--- src/sv/utlm_pkg.sv ---
`timescale 1ns / 1ps
package utlm_pkg;

  // Configuration register indexes.
  localparam int unsigned CFG_IDX_W = 3;
  localparam int unsigned CFG_DATA_W = 16;
  localparam logic [CFG_IDX_W-1:0] REG_TRIGGER = 3'd0;
  localparam logic [CFG_IDX_W-1:0] REG_RISE_TO = 3'd1;
  localparam logic [CFG_IDX_W-1:0] REG_FALL_TO = 3'd2;
  localparam logic [CFG_IDX_W-1:0] REG_HEIGHT  = 3'd3;
  localparam logic [CFG_IDX_W-1:0] REG_AREA    = 3'd4;

  // Register values after reset.
  localparam logic [7:0]  RST_TRIGGER = 8'd10;
  localparam logic [15:0] RST_RISE_TO = 16'd10000;
  localparam logic [15:0] RST_FALL_TO = 16'd50000;
  localparam logic [15:0] RST_HEIGHT  = 16'd284;
  localparam logic [15:0] RST_AREA    = 16'd11310;

  // Echo width as carried to the arithmetic side, wide enough for counters of up to 32 bits.
  localparam int unsigned WIDTH_W = 32;

  // Distance: floor(width * 343 / 20000), saturated at 1023.
  localparam logic [40:0] DIST_MUL     = 41'd343;
  localparam logic [40:0] DIST_SAT_LIM = 41'd20480000;
  localparam logic [9:0]  DIST_MAX     = 10'd1023;
  // Division by 20000 is a shift by 5 and a multiply by ceil(2^30 / 625),
  // exact for the 20-bit operand left after the shift.
  localparam logic [20:0] DIST_RECIP   = 21'd1717987;

  // Volume: floor(area * rem / 256 / 10), saturated at 65535.
  localparam logic [31:0] VOL_SAT_LIM = 32'd167772160;
  localparam logic [15:0] VOL_MAX     = 16'hFFFF;
  localparam logic [13:0] TENTHS      = 14'd10;
  // Division by 10 is a multiply by ceil(2^24 / 10), exact for 20-bit operands.
  localparam logic [20:0] VOL_RECIP   = 21'd1677722;

  // Depth of the queue between the sequencer and the arithmetic side.
  localparam int unsigned QUEUE_DEPTH = 4;

  typedef enum logic [1:0] {
    PH_IDLE,
    PH_TRIG,
    PH_RISE,
    PH_ECHO
  } phase_t;

  typedef enum logic [2:0] {
    B_IDLE,
    B_MUL_D,
    B_DIV_D,
    B_REM,
    B_MUL_V,
    B_DIV_V,
    B_OUT
  } bstate_t;

  typedef struct packed {
    logic cmd;
    logic echo;
  } in_item_t;

  typedef struct packed {
    logic        trigger_out;
    logic        busy_res;
    logic        done_res;
    logic        timed_out;
    logic [9:0]  distance_cm;
    logic [15:0] volume_ml;
  } out_item_t;

  // One classified item on its way to the arithmetic side.
  typedef struct packed {
    logic               trigger_out;
    logic               busy_res;
    logic               done_res;
    logic               timed_out;
    logic [WIDTH_W-1:0] width;
  } job_t;

endpackage

--- src/sv/utlm_front.sv ---
`timescale 1ns / 1ps
module utlm_front #(
  parameter int COUNT_WIDTH = 16
) (
  input  logic                clk,
  input  logic                rst_n,
  input  logic                accept,
  input  utlm_pkg::in_item_t  in_item,
  input  logic [7:0]          cfg_trigger,
  input  logic [15:0]         cfg_rise_to,
  input  logic [15:0]         cfg_fall_to,
  output utlm_pkg::job_t      job
);

  localparam int LW = (COUNT_WIDTH > 16) ? COUNT_WIDTH : 16;
  localparam logic [COUNT_WIDTH-1:0] CNT_MAX = {COUNT_WIDTH{1'b1}};

  utlm_pkg::phase_t         ph_r, ph_nxt;
  logic [COUNT_WIDTH-1:0]   cnt_r, cnt_nxt;
  logic                     flag_r, flag_nxt;
  logic [COUNT_WIDTH-1:0]   cnt_inc;
  logic [LW-1:0]            cnt_inc_w;
  logic                     at_max;
  logic                     hit_trig, hit_rise, hit_fall;
  logic                     done;
  logic [COUNT_WIDTH-1:0]   width;

  // Saturating tick counter and limit checks; a zero limit ends after one tick.
  assign cnt_inc   = (cnt_r == CNT_MAX) ? cnt_r : cnt_r + COUNT_WIDTH'(1);
  assign cnt_inc_w = LW'(cnt_inc);
  assign at_max    = (cnt_inc == CNT_MAX);
  assign hit_trig  = (cnt_inc_w >= LW'(cfg_trigger)) || at_max;
  assign hit_rise  = (cnt_inc_w >= LW'(cfg_rise_to)) || at_max;
  assign hit_fall  = (cnt_inc_w >= LW'(cfg_fall_to)) || at_max;

  // Phase and counter registers.
  always_ff @(posedge clk) begin
    if (!rst_n) begin
      ph_r   <= utlm_pkg::PH_IDLE;
      cnt_r  <= '0;
      flag_r <= 1'b0;
    end else begin
      ph_r   <= ph_nxt;
      cnt_r  <= cnt_nxt;
      flag_r <= flag_nxt;
    end
  end

  // Measurement sequencing, one step per accepted item.
  always_comb begin
    ph_nxt   = ph_r;
    cnt_nxt  = cnt_r;
    flag_nxt = flag_r;
    done     = 1'b0;
    width    = '0;
    if (accept) begin
      if (in_item.cmd) begin
        ph_nxt  = utlm_pkg::PH_TRIG;
        cnt_nxt = '0;
      end else begin
        unique case (ph_r)
          utlm_pkg::PH_TRIG: begin
            if (hit_trig) begin
              ph_nxt  = utlm_pkg::PH_RISE;
              cnt_nxt = '0;
            end else begin
              cnt_nxt = cnt_inc;
            end
          end
          utlm_pkg::PH_RISE: begin
            if (in_item.echo) begin
              ph_nxt  = utlm_pkg::PH_ECHO;
              cnt_nxt = '0;
            end else if (hit_rise) begin
              ph_nxt   = utlm_pkg::PH_IDLE;
              cnt_nxt  = '0;
              flag_nxt = 1'b1;
              done     = 1'b1;
            end else begin
              cnt_nxt = cnt_inc;
            end
          end
          utlm_pkg::PH_ECHO: begin
            if (!in_item.echo) begin
              ph_nxt   = utlm_pkg::PH_IDLE;
              cnt_nxt  = '0;
              flag_nxt = 1'b0;
              done     = 1'b1;
              width    = cnt_r;
            end else if (hit_fall) begin
              ph_nxt   = utlm_pkg::PH_IDLE;
              cnt_nxt  = '0;
              flag_nxt = 1'b1;
              done     = 1'b1;
              width    = cnt_inc;
            end else begin
              cnt_nxt = cnt_inc;
            end
          end
          default: begin
            ph_nxt = ph_r;
          end
        endcase
      end
    end
  end

  // Classified item for the queue.
  assign job.trigger_out = (ph_nxt == utlm_pkg::PH_TRIG);
  assign job.busy_res    = (ph_nxt != utlm_pkg::PH_IDLE);
  assign job.done_res    = done;
  assign job.timed_out   = flag_nxt;
  assign job.width       = utlm_pkg::WIDTH_W'(width);

  a_done_not_busy: assert property (@(posedge clk) disable iff (!rst_n)
    accept && job.done_res |-> !job.busy_res)
    else $error("completed measurement still marked busy");

  a_trig_busy: assert property (@(posedge clk) disable iff (!rst_n)
    accept && job.trigger_out |-> job.busy_res)
    else $error("trigger driven while not busy");

  a_idle_cnt: assert property (@(posedge clk) disable iff (!rst_n)
    ph_r == utlm_pkg::PH_IDLE |-> cnt_r == '0)
    else $error("tick counter not cleared while idle");

endmodule

--- src/sv/utlm_fifo.sv ---
`timescale 1ns / 1ps
module utlm_fifo #(
  parameter int DEPTH = 4,
  parameter int WIDTH = 8
) (
  input  logic             clk,
  input  logic             rst_n,
  input  logic             wr_en,
  input  logic [WIDTH-1:0] wr_data,
  input  logic             rd_en,
  output logic [WIDTH-1:0] rd_data,
  output logic             full,
  output logic             empty
);

  localparam int PW = (DEPTH > 1) ? $clog2(DEPTH) : 1;
  localparam int CW = $clog2(DEPTH + 1);

  logic [WIDTH-1:0] mem [DEPTH];
  logic [PW-1:0]    wr_ptr_r, wr_ptr_nxt;
  logic [PW-1:0]    rd_ptr_r, rd_ptr_nxt;
  logic [CW-1:0]    cnt_r, cnt_nxt;
  logic             do_wr, do_rd;

  assign full    = (cnt_r == CW'(DEPTH));
  assign empty   = (cnt_r == '0);
  assign do_wr   = wr_en && !full;
  assign do_rd   = rd_en && !empty;
  assign rd_data = mem[rd_ptr_r];

  // Pointer and fill count update.
  always_comb begin
    wr_ptr_nxt = wr_ptr_r;
    rd_ptr_nxt = rd_ptr_r;
    cnt_nxt    = cnt_r;
    if (do_wr) begin
      wr_ptr_nxt = (wr_ptr_r == PW'(DEPTH - 1)) ? '0 : wr_ptr_r + PW'(1);
    end
    if (do_rd) begin
      rd_ptr_nxt = (rd_ptr_r == PW'(DEPTH - 1)) ? '0 : rd_ptr_r + PW'(1);
    end
    if (do_wr && !do_rd) begin
      cnt_nxt = cnt_r + CW'(1);
    end else if (do_rd && !do_wr) begin
      cnt_nxt = cnt_r - CW'(1);
    end
  end

  always_ff @(posedge clk) begin
    if (!rst_n) begin
      wr_ptr_r <= '0;
      rd_ptr_r <= '0;
      cnt_r    <= '0;
    end else begin
      wr_ptr_r <= wr_ptr_nxt;
      rd_ptr_r <= rd_ptr_nxt;
      cnt_r    <= cnt_nxt;
    end
  end

  // Storage needs no reset.
  always_ff @(posedge clk) begin
    if (do_wr) begin
      mem[wr_ptr_r] <= wr_data;
    end
  end

  a_cnt_bound: assert property (@(posedge clk) disable iff (!rst_n)
    cnt_r <= CW'(DEPTH))
    else $error("queue fill count beyond depth");

endmodule

--- src/sv/utlm_back.sv ---
`timescale 1ns / 1ps
module utlm_back (
  input  logic                  clk,
  input  logic                  rst_n,
  input  logic [15:0]           cfg_height,
  input  logic [15:0]           cfg_area,
  input  utlm_pkg::job_t        q_head,
  input  logic                  q_empty,
  output logic                  q_pop,
  output utlm_pkg::out_item_t   out_item,
  output logic                  out_empty,
  input  logic                  out_pop
);

  utlm_pkg::bstate_t    bst_r, bst_nxt;
  utlm_pkg::job_t       job_r, job_nxt;
  logic [9:0]           dist_r, dist_nxt;
  logic [15:0]          vol_r, vol_nxt;
  logic [15:0]          diff_r, diff_nxt;
  logic                 vpos_r, vpos_nxt;
  logic [19:0]          scaled_r, scaled_nxt;
  utlm_pkg::out_item_t  out_r, out_nxt;
  logic                 out_vld_r, out_vld_nxt;

  logic                 slot_free;
  logic                 wr_out;
  logic [40:0]          prod_d;
  logic [13:0]          dist10;
  logic [31:0]          prod_v;
  logic [40:0]          recip_d;
  logic [40:0]          recip_v;

  assign slot_free = !out_vld_r || out_pop;
  assign out_item  = out_r;
  assign out_empty = !out_vld_r;

  // Products for distance and volume.
  assign prod_d = 41'(job_r.width) * utlm_pkg::DIST_MUL;
  assign dist10 = 14'(dist_r) * utlm_pkg::TENTHS;
  assign prod_v = 32'(cfg_area) * 32'(diff_r);

  // Reciprocal multiplications that stand in for the constant divisions.
  assign recip_d = 41'(scaled_r) * 41'(utlm_pkg::DIST_RECIP);
  assign recip_v = 41'(scaled_r) * 41'(utlm_pkg::VOL_RECIP);

  always_ff @(posedge clk) begin
    if (!rst_n) begin
      bst_r     <= utlm_pkg::B_IDLE;
      out_vld_r <= 1'b0;
      dist_r    <= '0;
      vol_r     <= '0;
    end else begin
      bst_r     <= bst_nxt;
      out_vld_r <= out_vld_nxt;
      dist_r    <= dist_nxt;
      vol_r     <= vol_nxt;
    end
  end

  // Working registers carry no reset.
  always_ff @(posedge clk) begin
    job_r    <= job_nxt;
    diff_r   <= diff_nxt;
    vpos_r   <= vpos_nxt;
    scaled_r <= scaled_nxt;
    out_r    <= out_nxt;
  end

  // Sequencer for the arithmetic and the result register.
  always_comb begin
    bst_nxt    = bst_r;
    job_nxt    = job_r;
    dist_nxt   = dist_r;
    vol_nxt    = vol_r;
    diff_nxt   = diff_r;
    vpos_nxt   = vpos_r;
    scaled_nxt = scaled_r;
    out_nxt    = out_r;
    q_pop      = 1'b0;
    wr_out     = 1'b0;
    unique case (bst_r)
      utlm_pkg::B_IDLE: begin
        if (!q_empty) begin
          if (q_head.done_res) begin
            q_pop   = 1'b1;
            job_nxt = q_head;
            bst_nxt = utlm_pkg::B_MUL_D;
          end else if (slot_free) begin
            q_pop   = 1'b1;
            wr_out  = 1'b1;
            out_nxt = '{trigger_out: q_head.trigger_out, busy_res: q_head.busy_res,
                        done_res: q_head.done_res, timed_out: q_head.timed_out,
                        distance_cm: dist_r, volume_ml: vol_r};
          end
        end
      end
      utlm_pkg::B_MUL_D: begin
        if (prod_d >= utlm_pkg::DIST_SAT_LIM) begin
          dist_nxt = utlm_pkg::DIST_MAX;
          bst_nxt  = utlm_pkg::B_REM;
        end else begin
          // The product is below 2^25 here; dropping five bits divides by 32.
          scaled_nxt = prod_d[24:5];
          bst_nxt    = utlm_pkg::B_DIV_D;
        end
      end
      utlm_pkg::B_DIV_D: begin
        dist_nxt = recip_d[39:30];
        bst_nxt  = utlm_pkg::B_REM;
      end
      utlm_pkg::B_REM: begin
        vpos_nxt = (cfg_height > 16'(dist10));
        diff_nxt = cfg_height - 16'(dist10);
        bst_nxt  = utlm_pkg::B_MUL_V;
      end
      utlm_pkg::B_MUL_V: begin
        if (!vpos_r) begin
          vol_nxt = '0;
          bst_nxt = utlm_pkg::B_OUT;
        end else if (prod_v >= utlm_pkg::VOL_SAT_LIM) begin
          vol_nxt = utlm_pkg::VOL_MAX;
          bst_nxt = utlm_pkg::B_OUT;
        end else begin
          // The product is below 2^28 here; dropping eight bits divides by 256.
          scaled_nxt = prod_v[27:8];
          bst_nxt    = utlm_pkg::B_DIV_V;
        end
      end
      utlm_pkg::B_DIV_V: begin
        vol_nxt = recip_v[39:24];
        bst_nxt = utlm_pkg::B_OUT;
      end
      utlm_pkg::B_OUT: begin
        if (slot_free) begin
          wr_out  = 1'b1;
          out_nxt = '{trigger_out: job_r.trigger_out, busy_res: job_r.busy_res,
                      done_res: job_r.done_res, timed_out: job_r.timed_out,
                      distance_cm: dist_r, volume_ml: vol_r};
          bst_nxt = utlm_pkg::B_IDLE;
        end
      end
      default: begin
        bst_nxt = utlm_pkg::B_IDLE;
      end
    endcase
  end

  // Result register valid flag.
  always_comb begin
    out_vld_nxt = out_vld_r;
    if (wr_out) begin
      out_vld_nxt = 1'b1;
    end else if (out_pop) begin
      out_vld_nxt = 1'b0;
    end
  end

  a_busy_job_done: assert property (@(posedge clk) disable iff (!rst_n)
    bst_r != utlm_pkg::B_IDLE |-> job_r.done_res)
    else $error("arithmetic running for an item that ends no measurement");

  a_no_pop_busy: assert property (@(posedge clk) disable iff (!rst_n)
    bst_r != utlm_pkg::B_IDLE |-> !q_pop)
    else $error("queue read while arithmetic is running");

endmodule

--- src/sv/ultrasonic_tank_level_meter.sv ---
`timescale 1ns / 1ps
// Path: an item that does not end a measurement goes through the queue and then
// the result register once it is free; one that ends a measurement also steps
// through the arithmetic states, fewer when a result saturates or the remaining
// height is not positive. Throughput: one item per cycle while the four-item
// queue has room; a finished measurement holds the arithmetic side, so it fills.
// Reset: synchronous, active low; phase idle, counters and results zero,
// configuration registers back to their defaults.
module ultrasonic_tank_level_meter #(
  parameter int COUNT_WIDTH = 16
) (
  input  logic                                 clk,
  input  logic                                 rst_n,
  input  logic                                 push,
  output logic                                 full,
  input  utlm_pkg::in_item_t                   in_item,
  output logic                                 empty,
  input  logic                                 pop,
  output utlm_pkg::out_item_t                  out_item,
  input  logic                                 cfg_wr_en,
  input  logic [utlm_pkg::CFG_IDX_W-1:0]       cfg_index,
  input  logic [utlm_pkg::CFG_DATA_W-1:0]      cfg_data
);

  localparam int JW = $bits(utlm_pkg::job_t);

  logic [7:0]     trig_r;
  logic [15:0]    rise_to_r;
  logic [15:0]    fall_to_r;
  logic [15:0]    height_r;
  logic [15:0]    area_r;
  logic           accept;
  utlm_pkg::job_t job_in;
  logic [JW-1:0]  q_data;
  logic           q_empty;
  logic           q_pop;

  assign accept = push && !full;

  // Configuration registers.
  always_ff @(posedge clk) begin
    if (!rst_n) begin
      trig_r    <= utlm_pkg::RST_TRIGGER;
      rise_to_r <= utlm_pkg::RST_RISE_TO;
      fall_to_r <= utlm_pkg::RST_FALL_TO;
      height_r  <= utlm_pkg::RST_HEIGHT;
      area_r    <= utlm_pkg::RST_AREA;
    end else if (cfg_wr_en) begin
      unique case (cfg_index)
        utlm_pkg::REG_TRIGGER: trig_r    <= cfg_data[7:0];
        utlm_pkg::REG_RISE_TO: rise_to_r <= cfg_data;
        utlm_pkg::REG_FALL_TO: fall_to_r <= cfg_data;
        utlm_pkg::REG_HEIGHT:  height_r  <= cfg_data;
        utlm_pkg::REG_AREA:    area_r    <= cfg_data;
        default: begin
          trig_r <= trig_r;
        end
      endcase
    end
  end

  utlm_front #(
    .COUNT_WIDTH (COUNT_WIDTH)
  ) u_front (
    .clk         (clk),
    .rst_n       (rst_n),
    .accept      (accept),
    .in_item     (in_item),
    .cfg_trigger (trig_r),
    .cfg_rise_to (rise_to_r),
    .cfg_fall_to (fall_to_r),
    .job         (job_in)
  );

  utlm_fifo #(
    .DEPTH (utlm_pkg::QUEUE_DEPTH),
    .WIDTH (JW)
  ) u_fifo (
    .clk     (clk),
    .rst_n   (rst_n),
    .wr_en   (accept),
    .wr_data (job_in),
    .rd_en   (q_pop),
    .rd_data (q_data),
    .full    (full),
    .empty   (q_empty)
  );

  utlm_back u_back (
    .clk        (clk),
    .rst_n      (rst_n),
    .cfg_height (height_r),
    .cfg_area   (area_r),
    .q_head     (utlm_pkg::job_t'(q_data)),
    .q_empty    (q_empty),
    .q_pop      (q_pop),
    .out_item   (out_item),
    .out_empty  (empty),
    .out_pop    (pop)
  );

endmodule

--- config.mk ---
export PLATFORM = sky130hd
export DESIGN_NAME = ultrasonic_tank_level_meter
export DESIGN_NICKNAME = d
export VERILOG_FILES = /design/src/sv/utlm_pkg.sv /design/src/sv/utlm_front.sv /design/src/sv/utlm_fifo.sv /design/src/sv/utlm_back.sv /design/src/sv/ultrasonic_tank_level_meter.sv
export SDC_FILE = /design/constraint.sdc
export NUM_CORES = 2
export LEC_CHECK = 0
export BUFFER_PORTS_ARGS = -buffer_cell sky130_fd_sc_hd__buf_4
export CAP_MARGIN = 20
export CORE_MARGIN = 1.5
export CORE_UTILIZATION = 45
export CTS_CLUSTER_SIZE = 8
export DETAILED_ROUTE_END_ITERATION = 16
export PLACE_DENSITY = 0.7
export SLEW_MARGIN = 20
export SYNTH_ARGS = -nofsm -noshare
export SYNTH_HDL_FRONTEND = slang
export SYNTH_SLANG_ARGS = --single-unit
--- constraint.sdc ---
create_clock -name clk -period 18.22 [get_ports clk]
set_clock_uncertainty 0.05 [all_clocks]
set_input_delay 3.644 -clock clk [delete_from_list [all_inputs] [get_ports clk]]
set_output_delay 3.644 -clock clk [all_outputs]
set_load 0.05 [all_outputs]
Word-level counts from Yosys, hierarchy flattened
Memory sizes are Yosys's and may differ from the RTL's. A register that Yosys moved wholly into a read port is not among the register bits.
Cells that the tools add are included.

word-level totals
  word-level logic and storage cells = 186
  memories kept = 1
  bits of input ports = 26
  bits in writable memories = 80
  output and inout port bits = 32
  register bits = 230

memory list
  memory      words  bits a word  read ports  clocked after Yosys merged registers in  write ports  RTL line         text
  u_fifo.mem  4      20           1           1                                        1            utlm_fifo.sv:19  logic [WIDTH-1:0] mem [DEPTH];

operators by class
  bitwise gates (word level) = 1
  $add $sub $neg = 6
  eq/ne operators = 29
  multiplexer cells = 73
  order comparisons = 6
  reductions and logical operators = 37
  multiply operators = 5

operators with widths
  kind                      count
  $mux W16                  14
  $mux W30                  4
  $mux W20                  3
  $pmux W30 S2              1
  $pmux W16 S3              1
  $ge A41 B25 Y1 const B    1
  $mul A32 B9 Y41 const B   1
  $mul A20 B21 Y40 const B  1
  $pmux W20 S2              1
  $mul A20 B20 Y39 const B  1
  $eq A16 B16 Y1 const B    2
  $ge A16 B16 Y1            2
  $ge A32 B28 Y1 const B    1
  $mul A16 B16 Y32          1
  $pmux W16 S2              1
  $mux W2                   12
  $mux W1                   23
  $pmux W3 S7               1
  $pmux W10 S2              1
  $mux W3                   6
  $add A16 B1 Y16 const B   1
  $ge A16 B8 Y1             1
  $gt A16 B14 Y1            1
  $reduce_and A2 Y1         8
  26 further kinds          68

Logic depth before layout (Yosys ltp)
  depth in word-level cells = 10
  mapped depth = 27
  gate-level depth less buffers = 24

Hierarchy
Synthesis repeated with hierarchy kept, for this count alone.

unflattened totals
  cell total of the unflattened synthesis = 4349
  area total of the unflattened synthesis = 45580.0 µm²

by module, submodules not included
  module                       sequential area each (µm²)  area each (µm²)  cells an instance  instances
  utlm_back                    3663.5                      33952.6          3428               1
  utlm_fifo                    4504.3                      5729.2           239                1
  utlm_front                   380.4                       3071.7           407                1
  ultrasonic_tank_level_meter  1441.4                      2826.5           275                1

Worst setup path before layout
No wires, ideal clock.

  path kind = flip-flop to flip-flop
  start = register area_r[14]
  end = register u_back.scaled_r[0], enable pin
  slack = 10.052 ns
  required time = 17.742 ns
  setup time = 0.428 ns
  period minus slack after synthesis = 8.168 ns
  arrival = 7.690 ns
  path buffers = 2
  stages on the path, launching flop included = 23
  path through = dfxtp_1 clkbuf_1 nand2_1 fa_1 inv_1 fa_1 fa_1 fa_1 inv_1 fa_1 inv_1 ha_1 ha_1 buf_2 a21oi_2 o21ai_1 or4_1 o22a_1 or3b_1 and3_4 a2111oi_4 nand2_1 a211oi_1

on the way
  cells in the longest elaborated chain, start to end = 4

ends and longest elaborated chain
  item                         RTL line                           text
  from (decl)                  ultrasonic_tank_level_meter.sv:31  logic [15:0] area_r;
  from (signal assigned)       ultrasonic_tank_level_meter.sv:47  area_r <= utlm_pkg::RST_AREA;
  from (signal assigned)       ultrasonic_tank_level_meter.sv:54  utlm_pkg::REG_AREA: area_r <= cfg_data;
  $mul A16 B16 Y32             utlm_back.sv:40                    assign prod_v = 32'(cfg_area) * 32'(diff_r);
  $ge A32 B28 Y1               utlm_back.sv:120                   end else if (prod_v >= utlm_pkg::VOL_SAT_LIM) begin
  $ne A2 B2 Y1 (no line)       n/a
  $reduce_and A4 Y1 (no line)  n/a
  to (signal assigned)         utlm_back.sv:65                    scaled_r <= scaled_nxt;
  to (decl)                    utlm_back.sv:21                    logic [19:0] scaled_r, scaled_nxt;

Every way passes these cells.
A chain may end at the register's enable or synchronous reset.

Worst setup path after layout
  start = register area_r[10]
  end = register u_back.scaled_r[9], enable pin

The elaborated chain is that of the path after synthesis.

==> results.py <==
metrics = {
    "die": {
        "die_area_sq_mm": 0.08767,
        "fp.dieH_um": 296.1,
        "io_pins": 58,
        "initial_utilization_pct": 45.40,
        "rows": 107,
        "core_sq_mm": 0.08515,
        "die_w_um": 296.1,
    },
    "yosys": {
        "ys_seq_area_share_pct": 19.63,
        "synth_fp_nets": 4995,
        "ys_warn_count": 0,
        "synth.avg_cell_area_sq_um": 10.14,
        "synthCells": 3812,
        "yosys_most_used_dff": "edfxtp_1",
        "synth_cell_types": 87,
        "synth-edff-count": 166,
        "synth_seq_cells": 296,
        "syn_area_sq_mm": 0.03865,
        "async_reset_ff_share_pct": 0,
    },
    "timing": {
        "max_clock_freq_ghz": 0.1298,
        "fin_crit_sh_pct": 42.29,
        "period_minus_slack_ps": 7704,
        "hold_viol": 0,
        "slew_headroom_pct": 29.99,
        "drv_slew": 0,
        "whs_ps": 383.3,
        "rsz0062_at_grt": "false",
        "setup_tns_ps": 0,
        "tightest_slew_ps": 1050,
        "setup_viol": 0,
    },
    "setup_path": {
        "worstSetupPathType": "register to register",
        "worstPathRequired_ps": 18420,
        "r2r_cells": 22,
        "cp-end-kind": "register",
        "cp.arrival_ps": 7900,
        "cp_max_fo": 20,
        "critPathLaunchType": "register",
    },
    "clock_tree": {
        "cts_resized": 0,
        "cts_hold_buffers": 0,
        "htreeDepth": 2,
        "clock_path_buffers": 3,
        "cts_root_buffer": "clkbuf_16",
        "clkSlewWorstSetupHoldPaths_ps": 50,
        "cts_buffers": 44,
        "cts_tree": "done",
        "clock_latency_ps": 590,
        "postCtsSetupBuffers": 0,
        "cts.sinks": 296,
    },
    "detailed_routing": {
        "drtIter0Drc": 1700,
        "final_antenna_net_count": 0,
        "drt-total-wl_um": 94010,
        "drtPass1Iterations": 6,
        "vias_per_cell": 5.343,
        "wl_per_cell_um": 18.79,
        "drc_errors": 0,
        "vias": 26734,
    },
    "cells_and_area": {
        "finalCoreUtilization_pct": 48.81,
        "fin_cells": 5004,
        "drive_gt1_share_pct": 4.820,
        "nets": 5009,
        "synthToLayoutAreaGrowth_pct": 7.510,
    },
    "placement": {
        "port_buffers": 57,
        "dpl.cell_count": 4924,
        "place.detailed.hpwl_um": 76580,
        "gp_congestion": 0.9575,
    },
    "global_routing": {
        "grt_pass1_vias": 28049,
        "grt-ovfl-total": 0,
        "grt_max_degree": 93,
        "grt_first_pass_wirelength_um": 151600,
        "antenna_found_initial": 2,
        "grt_usage_pct": 22.24,
    },
    "hold_path": {
        "worstHoldPathType": "register to register",
        "hold_depth": 0,
    },
    "run": {
        "cap_violations": 0,
    },
    "status": {
        "status": "finished clean",
    },
}
cells in the final DEF, fill, tap and decap left out, drive strengths merged, types with 7 or more instances in the layout:
cell	synthesis	final
o31a	7	7
xor2	39	39
o221a	13	13
or2	9	9
mux2i	13	13
o21ai	107	107
nor2b	22	22
or4	7	7
a21oi	119	119
a31oi	12	12
nand2b	23	23
edfxtp	166	166
nor2	100	100
o21a	14	14
buf	13	69
a211o	10	10
or3	8	8
xnor2	66	66
nor3	24	24
nand3	42	42
inv	757	758
o211ai	37	37
dfxtp	130	130
a211oi	24	24
and2	157	157
and3	14	14
nand4	31	31
nand2	367	367
mux4	20	20
o21bai	14	14
ha	613	613
a21o	49	49
fa	544	544
o311a	11	11
clkbuf	88	75
a21boi	60	60
metrics by stage:
step / cell area, sq um / setup slack (ps)
global placement: 40220 / 10660
floorplan: 38650 / 10050
finish: 41560 / 10520
detailed placement: 40220 / 10590
global route: 41550 / 10180
CTS: 41550 / 10570
state kept, by name, summed over array words and instances (netlist names), named ones only:
name / cells
area_r: 16
fall_to_r: 16
height_r: 16
rise_to_r: 16
trig_r: 8
u_back.bst_r: 3
u_back.diff_r: 16
u_back.dist_r: 10
u_back.job_r: 19
u_back.out_item: 30
u_back.out_vld_r: 1
u_back.scaled_r: 20
u_back.vol_r: 16
u_back.vpos_r: 1
u_fifo.cnt_r: 3
u_fifo.mem: 80
u_fifo.rd_ptr_r: 2
u_fifo.wr_ptr_r: 2
u_front.cnt_r: 16
u_front.flag_r: 1
u_front.ph_r: 2
logic make-up (layout without fill, tap and decap cells):
group / after synthesis / count (layout) / synth area share, %
mux: 39 / 39 / 1.677
buf+inv: 858 / 905 / 8.400
other cells: 0 / 1 / 0
xor+xnor: 105 / 105 / 2.379
flops: 296 / 296 / 19.63
fa+ha+maj: 1157 / 1157 / 48.02
compound gates: 531 / 531 / 9.565
simple gates: 826 / 826 / 10.34
final timing paths:
path,to,slack (ps),startpoint
hold / removal,u_back.out_item[6]$_DFFE_PP_,380,u_back.vol_r[6]$_SDFFE_PN0P_
hold reg to reg,u_back.out_item[6]$_DFFE_PP_,380,u_back.vol_r[6]$_SDFFE_PN0P_
setup / recovery,u_back.scaled_r[9]$_DFFE_PP_,10520,area_r[10]$_SDFFE_PN1P_
setup reg to reg,u_back.scaled_r[9]$_DFFE_PP_,10520,area_r[10]$_SDFFE_PN1P_
critical path: stages, from the launching register on:
cell and delay [ps]:
dfxtp_1 730, nand2_1 170, fa_1 560, inv_1 50, fa_1 480, inv_1 50
fa_1 500, inv_1 60, fa_1 450, fa_1 540, fa_1 420, ha_1 370
and4_1 220, o2111a_1 140, nor2_1 380, a21oi_1 170, o22a_1 230, or3b_1 360
and3_4 190, a2111oi_4 560, nand2_1 140, a211oi_2 240, buf_4 300
metal layers:
layer	track usage [%]	part of all wire [%]	vias to the layer above
li1	-	-	12510
met1	29.54	43	13254
met4	6.869	3.0	0
met3	4.362	6.9	163
met5	0	0	-
met2	36.58	47	807
final cells by class:
cell class | instances | area, sq um
antenna | 1 | 2.502
clock buffer | 75 | 1269
clock inverter | 4 | 70.07
fill | 7900 | 43590
inverter | 757 | 2841
multi-input combinational | 2658 | 27840
sequential | 296 | 7587
tap | 1144 | 1431
timing repair buffer | 69 | 518.0
synth_stat cells, types with 49 or more instances:
library cell  count  area [sq um]
a21boi_0         59         442.9
inv_1           757          2841
o21ai_0         102         510.5
dfxtp_1         130          2603
nand2_1         367          1378
and2_1          157         982.2
ha_1            613          7670
nor2_1          100         375.4
a21oi_1         117         585.6
a21o_1           49         367.9
edfxtp_1        166          4985
fa_1            544         10890
xnor2_1          66         578.1
clkbuf_1         88         330.3
Power is not shown: default switching activity piles up to over one toggle a cycle in this logic, so the estimate is an artifact.
